File: config.mk
export PLATFORM = sky130hd
export DESIGN_NAME = quadratic_probe_hash_table
export DESIGN_NICKNAME = d
export VERILOG_FILES = /design/src/hdl/qpht_pkg.sv /design/src/hdl/quadratic_probe_hash_table.sv /design/src/hdl/qpht_store.sv
export SDC_FILE = /design/constraint.sdc
export NUM_CORES = 1
export LEC_CHECK = 0
export BUFFER_PORTS_ARGS = -buffer_cell sky130_fd_sc_hd__buf_2
export CAP_MARGIN = 20
export CORE_UTILIZATION = 40
export DETAILED_ROUTE_END_ITERATION = 7
export HOLD_SLACK_MARGIN = 0.15
export SYNTH_ARGS = -nofsm -noshare
export SYNTH_HDL_FRONTEND = slang
export SYNTH_SLANG_ARGS = --single-unit
File: constraint.sdc
create_clock -name i_clk -period 5 [get_ports i_clk]
set_input_delay 0.5 -clock i_clk [delete_from_list [all_inputs] [get_ports i_clk]]
set_output_delay 0.5 -clock i_clk [all_outputs]
set_load 0.1 [all_outputs]
File: src/hdl/qpht_pkg.sv
// Shared types and constants of the quadratic-probing hash table.
`default_nettype none

package qpht_pkg;

    // Widths fixed by the request and result formats
    localparam int KEY_W   = 16;
    localparam int SIZE_W  = 5;
    localparam int SLOT_W  = 4;
    localparam int STAT_W  = 3;

    // Register reset value of table_size
    localparam int SIZE_RESET = 11;

    // Home slot is key mod 10: quotient by reciprocal, exact for 16-bit keys
    localparam logic [16:0] DIV10_MUL   = 17'd52429;
    localparam int          DIV10_SHIFT = 19;
    localparam int          QUOT_W      = 13;

    // Operation codes
    localparam logic FUNC_INSERT = 1'b0;
    localparam logic FUNC_SEARCH = 1'b1;

    // Status codes
    localparam logic [STAT_W-1:0] ST_INSERTED  = 3'd0;
    localparam logic [STAT_W-1:0] ST_REFUSED   = 3'd1;
    localparam logic [STAT_W-1:0] ST_FULL      = 3'd2;
    localparam logic [STAT_W-1:0] ST_FOUND     = 3'd3;
    localparam logic [STAT_W-1:0] ST_NOT_FOUND = 3'd4;

    typedef struct packed {
        logic              func;
        logic [KEY_W-1:0]  key;
    } t_req;

    typedef struct packed {
        logic [STAT_W-1:0] status;
        logic [SLOT_W-1:0] slot;
        logic [SIZE_W-1:0] stored_count;
    } t_res;

    // Commands from the probe sequencer to the slot store
    typedef struct packed {
        logic clr;
        logic wr;
    } t_store_cmd;

endpackage

`default_nettype wire

File: src/hdl/quadratic_probe_hash_table.sv
// Top level of the open-addressing hash table with quadratic probing.
// Steps: accept, the key/10 quotient, the home slot (a refused insert goes straight to the result),
//   subtractions reducing home mod size (none when size >= 10), issue of the first probe,
//   the probes (1 to size), then the result register.
// Throughput: one request at a time; the next is taken once the result has moved to the
//   output register. The probe loop does one key-memory read per cycle and sets the rate.
// Reset (synchronous, active low): table_size 11, all slots empty, count zero; no sweep.
`default_nettype none

module quadratic_probe_hash_table #(
    parameter int TABLE_DEPTH = 16,
    parameter int KEY_BITS    = 16
) (
    input  wire logic                               i_clk,
    input  wire logic                               i_rst_n,
    // Request channel
    input  wire logic                               i_in_valid,
    output logic                                    o_in_stall,
    input  wire qpht_pkg::t_req                     i_in_req,
    // Result channel
    output logic                                    o_out_valid,
    input  wire logic                               i_out_stall,
    output qpht_pkg::t_res                          o_out_res,
    // table_size write channel
    input  wire logic                               i_cfg_valid,
    output logic                                    o_cfg_ready,
    input  wire logic [qpht_pkg::SIZE_W-1:0]        i_cfg_data
);

    // table_size is five bits, so no more than 31 slots are ever addressed
    localparam int NV = (TABLE_DEPTH < 31) ? TABLE_DEPTH : 31;
    localparam int AW = (NV > 1) ? $clog2(NV) : 1;
    localparam int KW = (KEY_BITS < qpht_pkg::KEY_W) ? KEY_BITS : qpht_pkg::KEY_W;
    localparam int SW = qpht_pkg::SIZE_W;
    localparam logic [SW-1:0] SIZE_RST =
        SW'((qpht_pkg::SIZE_RESET > NV) ? NV : qpht_pkg::SIZE_RESET);
    localparam logic [SW-1:0] SIZE_MAX = SW'(NV);

    typedef enum logic [5:0] {
        S_IDLE  = 6'b000001,
        S_DIV   = 6'b000010,
        S_HOME  = 6'b000100,
        S_MOD   = 6'b001000,
        S_PROBE = 6'b010000,
        S_PUSH  = 6'b100000
    } t_state;

    t_state                          r_state, n_state;
    logic                            r_func, n_func;
    logic [qpht_pkg::KEY_W-1:0]      r_key, n_key;
    logic [qpht_pkg::QUOT_W-1:0]     r_quot, n_quot;
    logic [SW-1:0]                   r_pos, n_pos;     // next probe position
    logic [SW-1:0]                   r_inc, n_inc;     // (2i+1) mod size
    logic [SW-1:0]                   r_addr, n_addr;   // position of the probe in flight
    logic [SW-1:0]                   r_cnt, n_cnt;     // probes issued
    logic [SW-1:0]                   r_count, n_count; // stored keys
    logic [SW-1:0]                   r_size, n_size;   // effective table size
    qpht_pkg::t_res                  r_res, n_res;
    qpht_pkg::t_res                  r_out, n_out;
    logic                            r_out_valid, n_out_valid;

    logic [qpht_pkg::KEY_W-1:0]      key_m;
    logic [32:0]                     prod;
    logic [qpht_pkg::KEY_W-1:0]      rem;
    logic [SW-1:0]                   cfg_size;
    logic [SW:0]                     pos_sum;
    logic [SW:0]                     inc_a;
    logic [SW:0]                     inc_b;
    logic [SW-1:0]                   nxt_pos;
    logic [SW-1:0]                   nxt_inc;
    logic                            cfg_we;
    logic                            push;
    logic                            exhausted;
    logic                            hit;
    qpht_pkg::t_store_cmd            st_cmd;
    logic [KEY_BITS-1:0]             rd_key;
    logic                            rd_valid;

    // Mask the key down to the stored key width
    always_comb begin
        for (int b = 0; b < qpht_pkg::KEY_W; b++) begin
            key_m[b] = i_in_req.key[b] & (b < KW);
        end
    end

    // key / 10 by reciprocal; the remainder follows from shifts, one add and one subtract
    assign prod = 33'(r_key) * 33'(qpht_pkg::DIV10_MUL);
    assign rem  = r_key - (qpht_pkg::KEY_W'({r_quot, 3'b000})
                         + qpht_pkg::KEY_W'({r_quot, 1'b0}));

    // Clamp written size: zero acts as one, anything above the store depth as the depth
    assign cfg_size = (i_cfg_data == '0) ? SW'(1)
                    : (i_cfg_data > SIZE_MAX) ? SIZE_MAX : i_cfg_data;

    // Quadratic step: pos += 2i+1, then the odd increment grows by two, both mod size
    assign pos_sum = {1'b0, r_pos} + {1'b0, r_inc};
    assign nxt_pos = (pos_sum >= {1'b0, r_size}) ? SW'(pos_sum - {1'b0, r_size})
                                                 : SW'(pos_sum);
    assign inc_a   = {1'b0, r_inc} + (SW+1)'(2);
    assign inc_b   = (inc_a >= {1'b0, r_size}) ? inc_a - {1'b0, r_size} : inc_a;
    assign nxt_inc = (inc_b >= {1'b0, r_size}) ? SW'(inc_b - {1'b0, r_size})
                                               : SW'(inc_b);

    assign cfg_we    = i_cfg_valid && o_cfg_ready;
    assign push      = (r_state == S_PUSH) && (!r_out_valid || !i_out_stall);
    assign exhausted = (r_cnt == r_size);
    assign hit       = rd_valid && (rd_key == KEY_BITS'(r_key));

    always_comb begin
        n_state     = r_state;
        n_func      = r_func;
        n_key       = r_key;
        n_quot      = r_quot;
        n_pos       = r_pos;
        n_inc       = r_inc;
        n_addr      = r_addr;
        n_cnt       = r_cnt;
        n_count     = r_count;
        n_size      = r_size;
        n_res       = r_res;
        st_cmd.clr  = cfg_we;
        st_cmd.wr   = 1'b0;

        // A size write empties the table
        if (cfg_we) begin
            n_size  = cfg_size;
            n_count = '0;
        end

        case (r_state)
            S_IDLE: begin
                if (i_in_valid) begin
                    n_func  = i_in_req.func;
                    n_key   = key_m;
                    n_state = S_DIV;
                end
            end
            S_DIV: begin
                n_quot  = prod[qpht_pkg::DIV10_SHIFT +: qpht_pkg::QUOT_W];
                n_state = S_HOME;
            end
            S_HOME: begin
                // Load limit: refuse when count * 2 exceeds the size
                if (r_func == qpht_pkg::FUNC_INSERT
                        && {r_count, 1'b0} > {1'b0, r_size}) begin
                    n_res.status       = qpht_pkg::ST_REFUSED;
                    n_res.slot         = '0;
                    n_res.stored_count = r_count;
                    n_state            = S_PUSH;
                end else begin
                    n_pos   = SW'(rem[3:0]);
                    n_inc   = (r_size == SW'(1)) ? '0 : SW'(1);
                    n_state = S_MOD;
                end
            end
            S_MOD: begin
                // Reduce the home slot below the size, then issue the first probe
                if (r_pos >= r_size) begin
                    n_pos = r_pos - r_size;
                end else begin
                    n_addr  = r_pos;
                    n_pos   = nxt_pos;
                    n_inc   = nxt_inc;
                    n_cnt   = SW'(1);
                    n_state = S_PROBE;
                end
            end
            S_PROBE: begin
                // Judge the returned slot; issue the next probe in the same cycle
                n_res.slot         = '0;
                n_res.stored_count = r_count;
                if (r_func == qpht_pkg::FUNC_INSERT) begin
                    if (!rd_valid) begin
                        st_cmd.wr          = 1'b1;
                        n_count            = r_count + SW'(1);
                        n_res.status       = qpht_pkg::ST_INSERTED;
                        n_res.slot         = r_addr[qpht_pkg::SLOT_W-1:0];
                        n_res.stored_count = r_count + SW'(1);
                        n_state            = S_PUSH;
                    end else if (exhausted) begin
                        n_res.status = qpht_pkg::ST_FULL;
                        n_state      = S_PUSH;
                    end
                end else begin
                    if (hit) begin
                        n_res.status = qpht_pkg::ST_FOUND;
                        n_res.slot   = r_addr[qpht_pkg::SLOT_W-1:0];
                        n_state      = S_PUSH;
                    end else if (!rd_valid || exhausted) begin
                        n_res.status = qpht_pkg::ST_NOT_FOUND;
                        n_state      = S_PUSH;
                    end
                end
                if (n_state == S_PROBE) begin
                    n_addr = r_pos;
                    n_pos  = nxt_pos;
                    n_inc  = nxt_inc;
                    n_cnt  = r_cnt + SW'(1);
                end
            end
            S_PUSH: begin
                if (push) begin
                    n_state = S_IDLE;
                end
            end
            default: begin
                n_state = S_IDLE;
            end
        endcase
    end

    // Output register: load from the result hold, drop once taken
    assign n_out_valid = push || (r_out_valid && i_out_stall);
    assign n_out       = push ? r_res : r_out;

    always_ff @(posedge i_clk) begin
        if (!i_rst_n) begin
            r_state     <= S_IDLE;
            r_count     <= '0;
            r_size      <= SIZE_RST;
            r_out_valid <= 1'b0;
        end else begin
            r_state     <= n_state;
            r_count     <= n_count;
            r_size      <= n_size;
            r_out_valid <= n_out_valid;
        end
    end

    always_ff @(posedge i_clk) begin
        r_func <= n_func;
        r_key  <= n_key;
        r_quot <= n_quot;
        r_pos  <= n_pos;
        r_inc  <= n_inc;
        r_addr <= n_addr;
        r_cnt  <= n_cnt;
        r_res  <= n_res;
        r_out  <= n_out;
    end

    // Probe reads run every cycle at the next probe position; writes only end an insert,
    // so no probe of the same request can see a stale entry
    qpht_store #(
        .NV       (NV),
        .AW       (AW),
        .KEY_BITS (KEY_BITS)
    ) u_store (
        .i_clk      (i_clk),
        .i_rst_n    (i_rst_n),
        .i_cmd      (st_cmd),
        .i_waddr    (AW'(r_addr)),
        .i_wkey     (KEY_BITS'(r_key)),
        .i_raddr    (AW'(r_pos)),
        .o_rd_key   (rd_key),
        .o_rd_valid (rd_valid)
    );

    assign o_in_stall  = (r_state != S_IDLE);
    assign o_cfg_ready = (r_state == S_IDLE);
    assign o_out_valid = r_out_valid;
    assign o_out_res   = r_out;

    // Stored count never exceeds the table size
    a_count_bound: assert property (@(posedge i_clk) disable iff (!i_rst_n)
        r_count <= r_size)
        else $error("stored count above table size");

    // Probe positions stay inside the table
    a_probe_range: assert property (@(posedge i_clk) disable iff (!i_rst_n)
        (r_state == S_PROBE) |-> (r_addr < r_size && r_pos < r_size))
        else $error("probe position out of range");

    // Never more probes than slots
    a_probe_count: assert property (@(posedge i_clk) disable iff (!i_rst_n)
        (r_state == S_PROBE) |-> (r_cnt != '0 && r_cnt <= r_size))
        else $error("probe count out of range");

    // A store write raises the count by one
    a_write_count: assert property (@(posedge i_clk) disable iff (!i_rst_n)
        st_cmd.wr |=> (r_count == $past(r_count) + SW'(1)))
        else $error("count not advanced on insert");

endmodule

`default_nettype wire

File: src/hdl/qpht_store.sv
// Slot store: key memory with a registered read, and valid marks in flip-flops.
`default_nettype none

module qpht_store #(
    parameter int NV       = 16,
    parameter int AW       = 4,
    parameter int KEY_BITS = 16
) (
    input  wire logic                   i_clk,
    input  wire logic                   i_rst_n,
    input  wire qpht_pkg::t_store_cmd   i_cmd,
    input  wire logic [AW-1:0]          i_waddr,
    input  wire logic [KEY_BITS-1:0]    i_wkey,
    input  wire logic [AW-1:0]          i_raddr,
    output logic      [KEY_BITS-1:0]    o_rd_key,
    output logic                        o_rd_valid
);

    logic [KEY_BITS-1:0] mem [NV];
    logic [NV-1:0]       r_valid;
    logic [KEY_BITS-1:0] r_rd_key;
    logic                r_rd_valid;

    // Key memory: one write port, one registered read port
    always_ff @(posedge i_clk) begin
        if (i_cmd.wr) begin
            mem[i_waddr] <= i_wkey;
        end
        r_rd_key <= mem[i_raddr];
    end

    // Valid marks: drop all on reset or clear, set on write
    always_ff @(posedge i_clk) begin
        if (!i_rst_n || i_cmd.clr) begin
            r_valid <= '0;
        end else if (i_cmd.wr) begin
            r_valid[i_waddr] <= 1'b1;
        end
    end

    always_ff @(posedge i_clk) begin
        if (!i_rst_n) begin
            r_rd_valid <= 1'b0;
        end else begin
            r_rd_valid <= r_valid[i_raddr];
        end
    end

    assign o_rd_key   = r_rd_key;
    assign o_rd_valid = r_rd_valid;

endmodule

`default_nettype wire

==> impl_metrics.json <==
{
  "ys_types": 63,
  "worst_slack_ns": 0.1771,
  "whs_endpoint": "r_key[9]",
  "slew_viol_final": 0,
  "synth_cells": 1170,
  "p_clk_share_pct": 28.0,
  "fin_tns_setup_ns": 0,
  "cap_violations": 0,
  "areaGrowthSynthToFinish_pct": 16.59,
  "antenna_found_initial": 0,
  "drcViolationCount": 0,
  "whs_path_depth": 1,
  "dieWidth_microns": 215.5,
  "cts-buffers-inserted": 39,
  "clk_pin_slew_ns": 0.06,
  "worst-r2r-cell-count": 16,
  "num_rows": 77,
  "slew_headroom_pct": 27.75,
  "p_comb_share_pct": 37.9,
  "cts_sinks": 369,
  "leakage_nw": 8.126,
  "skew_ns": 0.02099,
  "multi_input_area_sq_mm": 0.007167,
  "dominantRegCellSynth": "edfxtp_1",
  "synth.net_count": 1384,
  "layout.cells.non_filler": 1933,
  "worstSkewPairLatency_ns": 0.55,
  "dp_slack_ns": -0.05090,
  "rsz0062_at_grt": "no",
  "powerDensity_mw_per_mm2": 484.3,
  "cts_tree": "done",
  "max_freq_ghz": 0.2073,
  "synth-edff-count": 319,
  "wl_per_cell_microns": 20.82,
  "r2r_slack_ns": 0.18,
  "register_area_sq_mm": 0.01058,
  "finish.utilization_pct": 47.66,
  "die_height_microns": 215.5,
  "critPathArrivalTime_ns": 5.11,
  "regToRegStartpoint": "r_key[7]",
  "finalWirelength_microns": 40240,
  "fillers": 3868,
  "critical_path.max_fanout": 5,
  "critPathCaptureType": "flop",
  "hold_violations": 0,
  "timing.critical_path.mode_cell": "fa_1",
  "placed_area_sq_mm": 0.01959,
  "grtUsageTotal_pct": 17.86,
  "n_antenna_cell": 0,
  "finish.net_count": 1526,
  "start_util_pct": 40.88,
  "synth_seq_area_share_pct": 58.02,
  "hp-start": "i_in_req[9]",
  "cp_slowest_cell": "fa_1",
  "worstPathCellList": "ha_4, inv_1, fa_1, inv_1, fa_1, fa_1, fa_1, inv_1, fa_1, inv_1, ha_4, a21o_1, a21oi_2, o21ai_4, buf_4, xor2_1",
  "synth.avg_cell_area_sq_um": 15.59,
  "ios": 42,
  "yosysWarnings": 0,
  "dp_hpwl_microns": 26570,
  "post-route-period-util_pct": 96.46,
  "drt_iter0_drc": 607,
  "grt_pass1_vias": 10460,
  "run_status": "completed",
  "grt-ovfl-total": 0,
  "place_congestion": 0.8465,
  "totalPowerFinal_mw": 10.30,
  "switching_share_pct": 32.53,
  "path_class": "reg2reg",
  "cp-start-kind": "flop",
  "numPortBuffers": 41,
  "vias": 9796,
  "core_sq_mm": 0.04461,
  "placed_cells": 1842,
  "die_area_sq_mm": 0.04645,
  "cts-htree-levels": 2,
  "worst_slew_pin_slew_ns": 1.084,
  "via_per_inst": 5.068,
  "cts-root-buf": "clkbuf_16",
  "ir_drop_uv": 386.3,
  "crit_required_ns": 5.29,
  "p_switching_mw": 3.350,
  "grt_max_degree": 71,
  "hold_slack_ns": 0.1714,
  "netlist_area_sq_mm": 0.01824,
  "drt-pass1-iter-count": 5,
  "grt_pass1_wl_microns": 62300,
  "r2r-end": "r_quot[1]",
  "ys_ff_latch": 369,
  "p_seq_share_pct": 34.1,
  "critPathMaxStageDelay_ns": 0.54,
  "drive_gt1_share_pct": 23.19,
  "ant_nets": 0,
  "hp-class": "in2reg",
  "synth_async_sr_flop_share_pct": 0,
  "cts_buffer_depth": 3,
  "finalCriticalPeriod_ns": 4.823,
  "finalInstanceArea_sq_mm": 0.02126,
  "setup_viol": 0,
  "p_int_mw": 6.948
}
[Yosys cell counts (12+ instances only)]
master    number  area (sq um)
mux4_2        85          1914
inv_1        157         589.3
nand3_1       16         80.08
xnor2_1       45         394.1
dfxtp_1       50          1001
a21oi_1       21         105.1
nor3_1        12         60.06
nand2_1       34         127.6
ha_1         119          1489
nor2_1        69         259.0
fa_1          68          1361
edfxtp_1     319          9579
xor2_1        21         183.9
[layout make-up]
| cell class | instances | area share, % |
|---|---|---|
| tap | 592 | 3.484 |
| timing repair buffer | 127 | 4.202 |
| inverter | 160 | 2.825 |
| clock inverter | 26 | 1.095 |
| multi-input combinational | 615 | 33.71 |
| sequential | 369 | 49.76 |
| clock buffer | 44 | 4.926 |
[worst max-delay path by stage]
| stage | end | start | slack [ns] | cells after the start |
|---|---|---|---|---|
| 5_1_grt | r_quot[1] | r_key[4] | 0.0001 | 16 |
| 6_report | r_quot[1] | r_key[7] | 0.18 | 16 |
| 4_1_cts | r_quot[2] | r_key[1] | 0.003 | 17 |
| 3_5_place_dp | r_quot[2] | r_key[1] | -0.05 | 17 |
| 3_3_place_gp | r_quot[2] | r_key[1] | 0.04 | 17 |
| 2_1_floorplan | r_quot[2] | r_key[1] | 0.01 | 16 |
[placed cells by master, fill, tap and decap left out, types with 4 or more instances in the layout]
cell type,n
nand4_1,6
xor2_1,19
nand3_1,15
nand2_1,33
buf_2,41
mux2i_1,8
ha_1,107
inv_2,4
nand2b_1,4
and3_1,7
xnor2_1,45
a21oi_2,4
nor3_2,4
clkinv_2,7
o21ai_0,5
mux4_2,85
dfxtp_1,50
nor2b_1,6
o31ai_1,4
a21o_1,9
inv_1,155
and2_1,11
ha_4,11
dlygate4sd3_1,12
nor2_2,12
o21a_1,9
clkbuf_16,41
buf_4,73
a21oi_1,18
nor3_1,8
o21ai_1,7
fa_1,67
a21boi_1,4
clkinv_1,8
nor2_1,57
edfxtp_1,319
[state kept, by name, summed over array words and instances (netlist names)]
register,cells
u_store.mem,256
r_key,16
u_store.o_rd_key,16
u_store.r_valid,16
o_out_res,12
r_res,12
r_state,6
r_cnt,5
r_count,5
r_inc,5
r_pos,5
r_size,5
r_addr,4
r_quot,3
o_out_valid,1
r_func,1
u_store.o_rd_valid,1
[worst max-delay path, delay by kind of cell, from the launching register on]
kind                       cells  cell delay [ns]
AOI/OAI and AO/OA              3             0.44
xor gates and xnor gates       1             0.14
adders and majority gates      7             3.13
buffers and inverters          5             0.35
DFF                            1             0.50
[layer usage]
metal	wire [microns]	GRT usage, %	vias to the layer above
met4	575	3.972	0
li1	-	-	4567
met2	20600	31.48	148
met1	17680	23.44	5047
met3	1381	2.368	34
met5	0	0	-
[power groups by stage]
stage               Sequential [mW]  Clock [mW]  Combinational, mW
detailed placement             3.58           0               3.30
global placement               3.57           0               3.22
global route                   3.51        3.06               4.51
CTS                            3.51        2.94               3.45
floorplan                      3.60           0               2.37
finish                         3.51        2.89               3.90
[cells by family (layout without fill, tap and decap cells)]
family	Yosys count	count (layout)	share of synthesized area, %
AOI/OAI and AO/OA	83	83	3.088
xor gates and xnor gates	66	66	3.170
adders and majority gates	187	187	15.63
buffers and inverters	186	357	4.027
DFF	369	369	58.02
muxes	98	98	11.25
and+or+nand+nor	181	181	4.823
[repair_timing]
item                       4_1_cts  5_1_grt
setup buffers                    1        7
setup endpoints to repair        1        3
pin swaps                        4       30
resized for setup                7       21
hold buffers                    11        1
hold endpoints to repair        11        1
(Power assumes the default switching activity.)
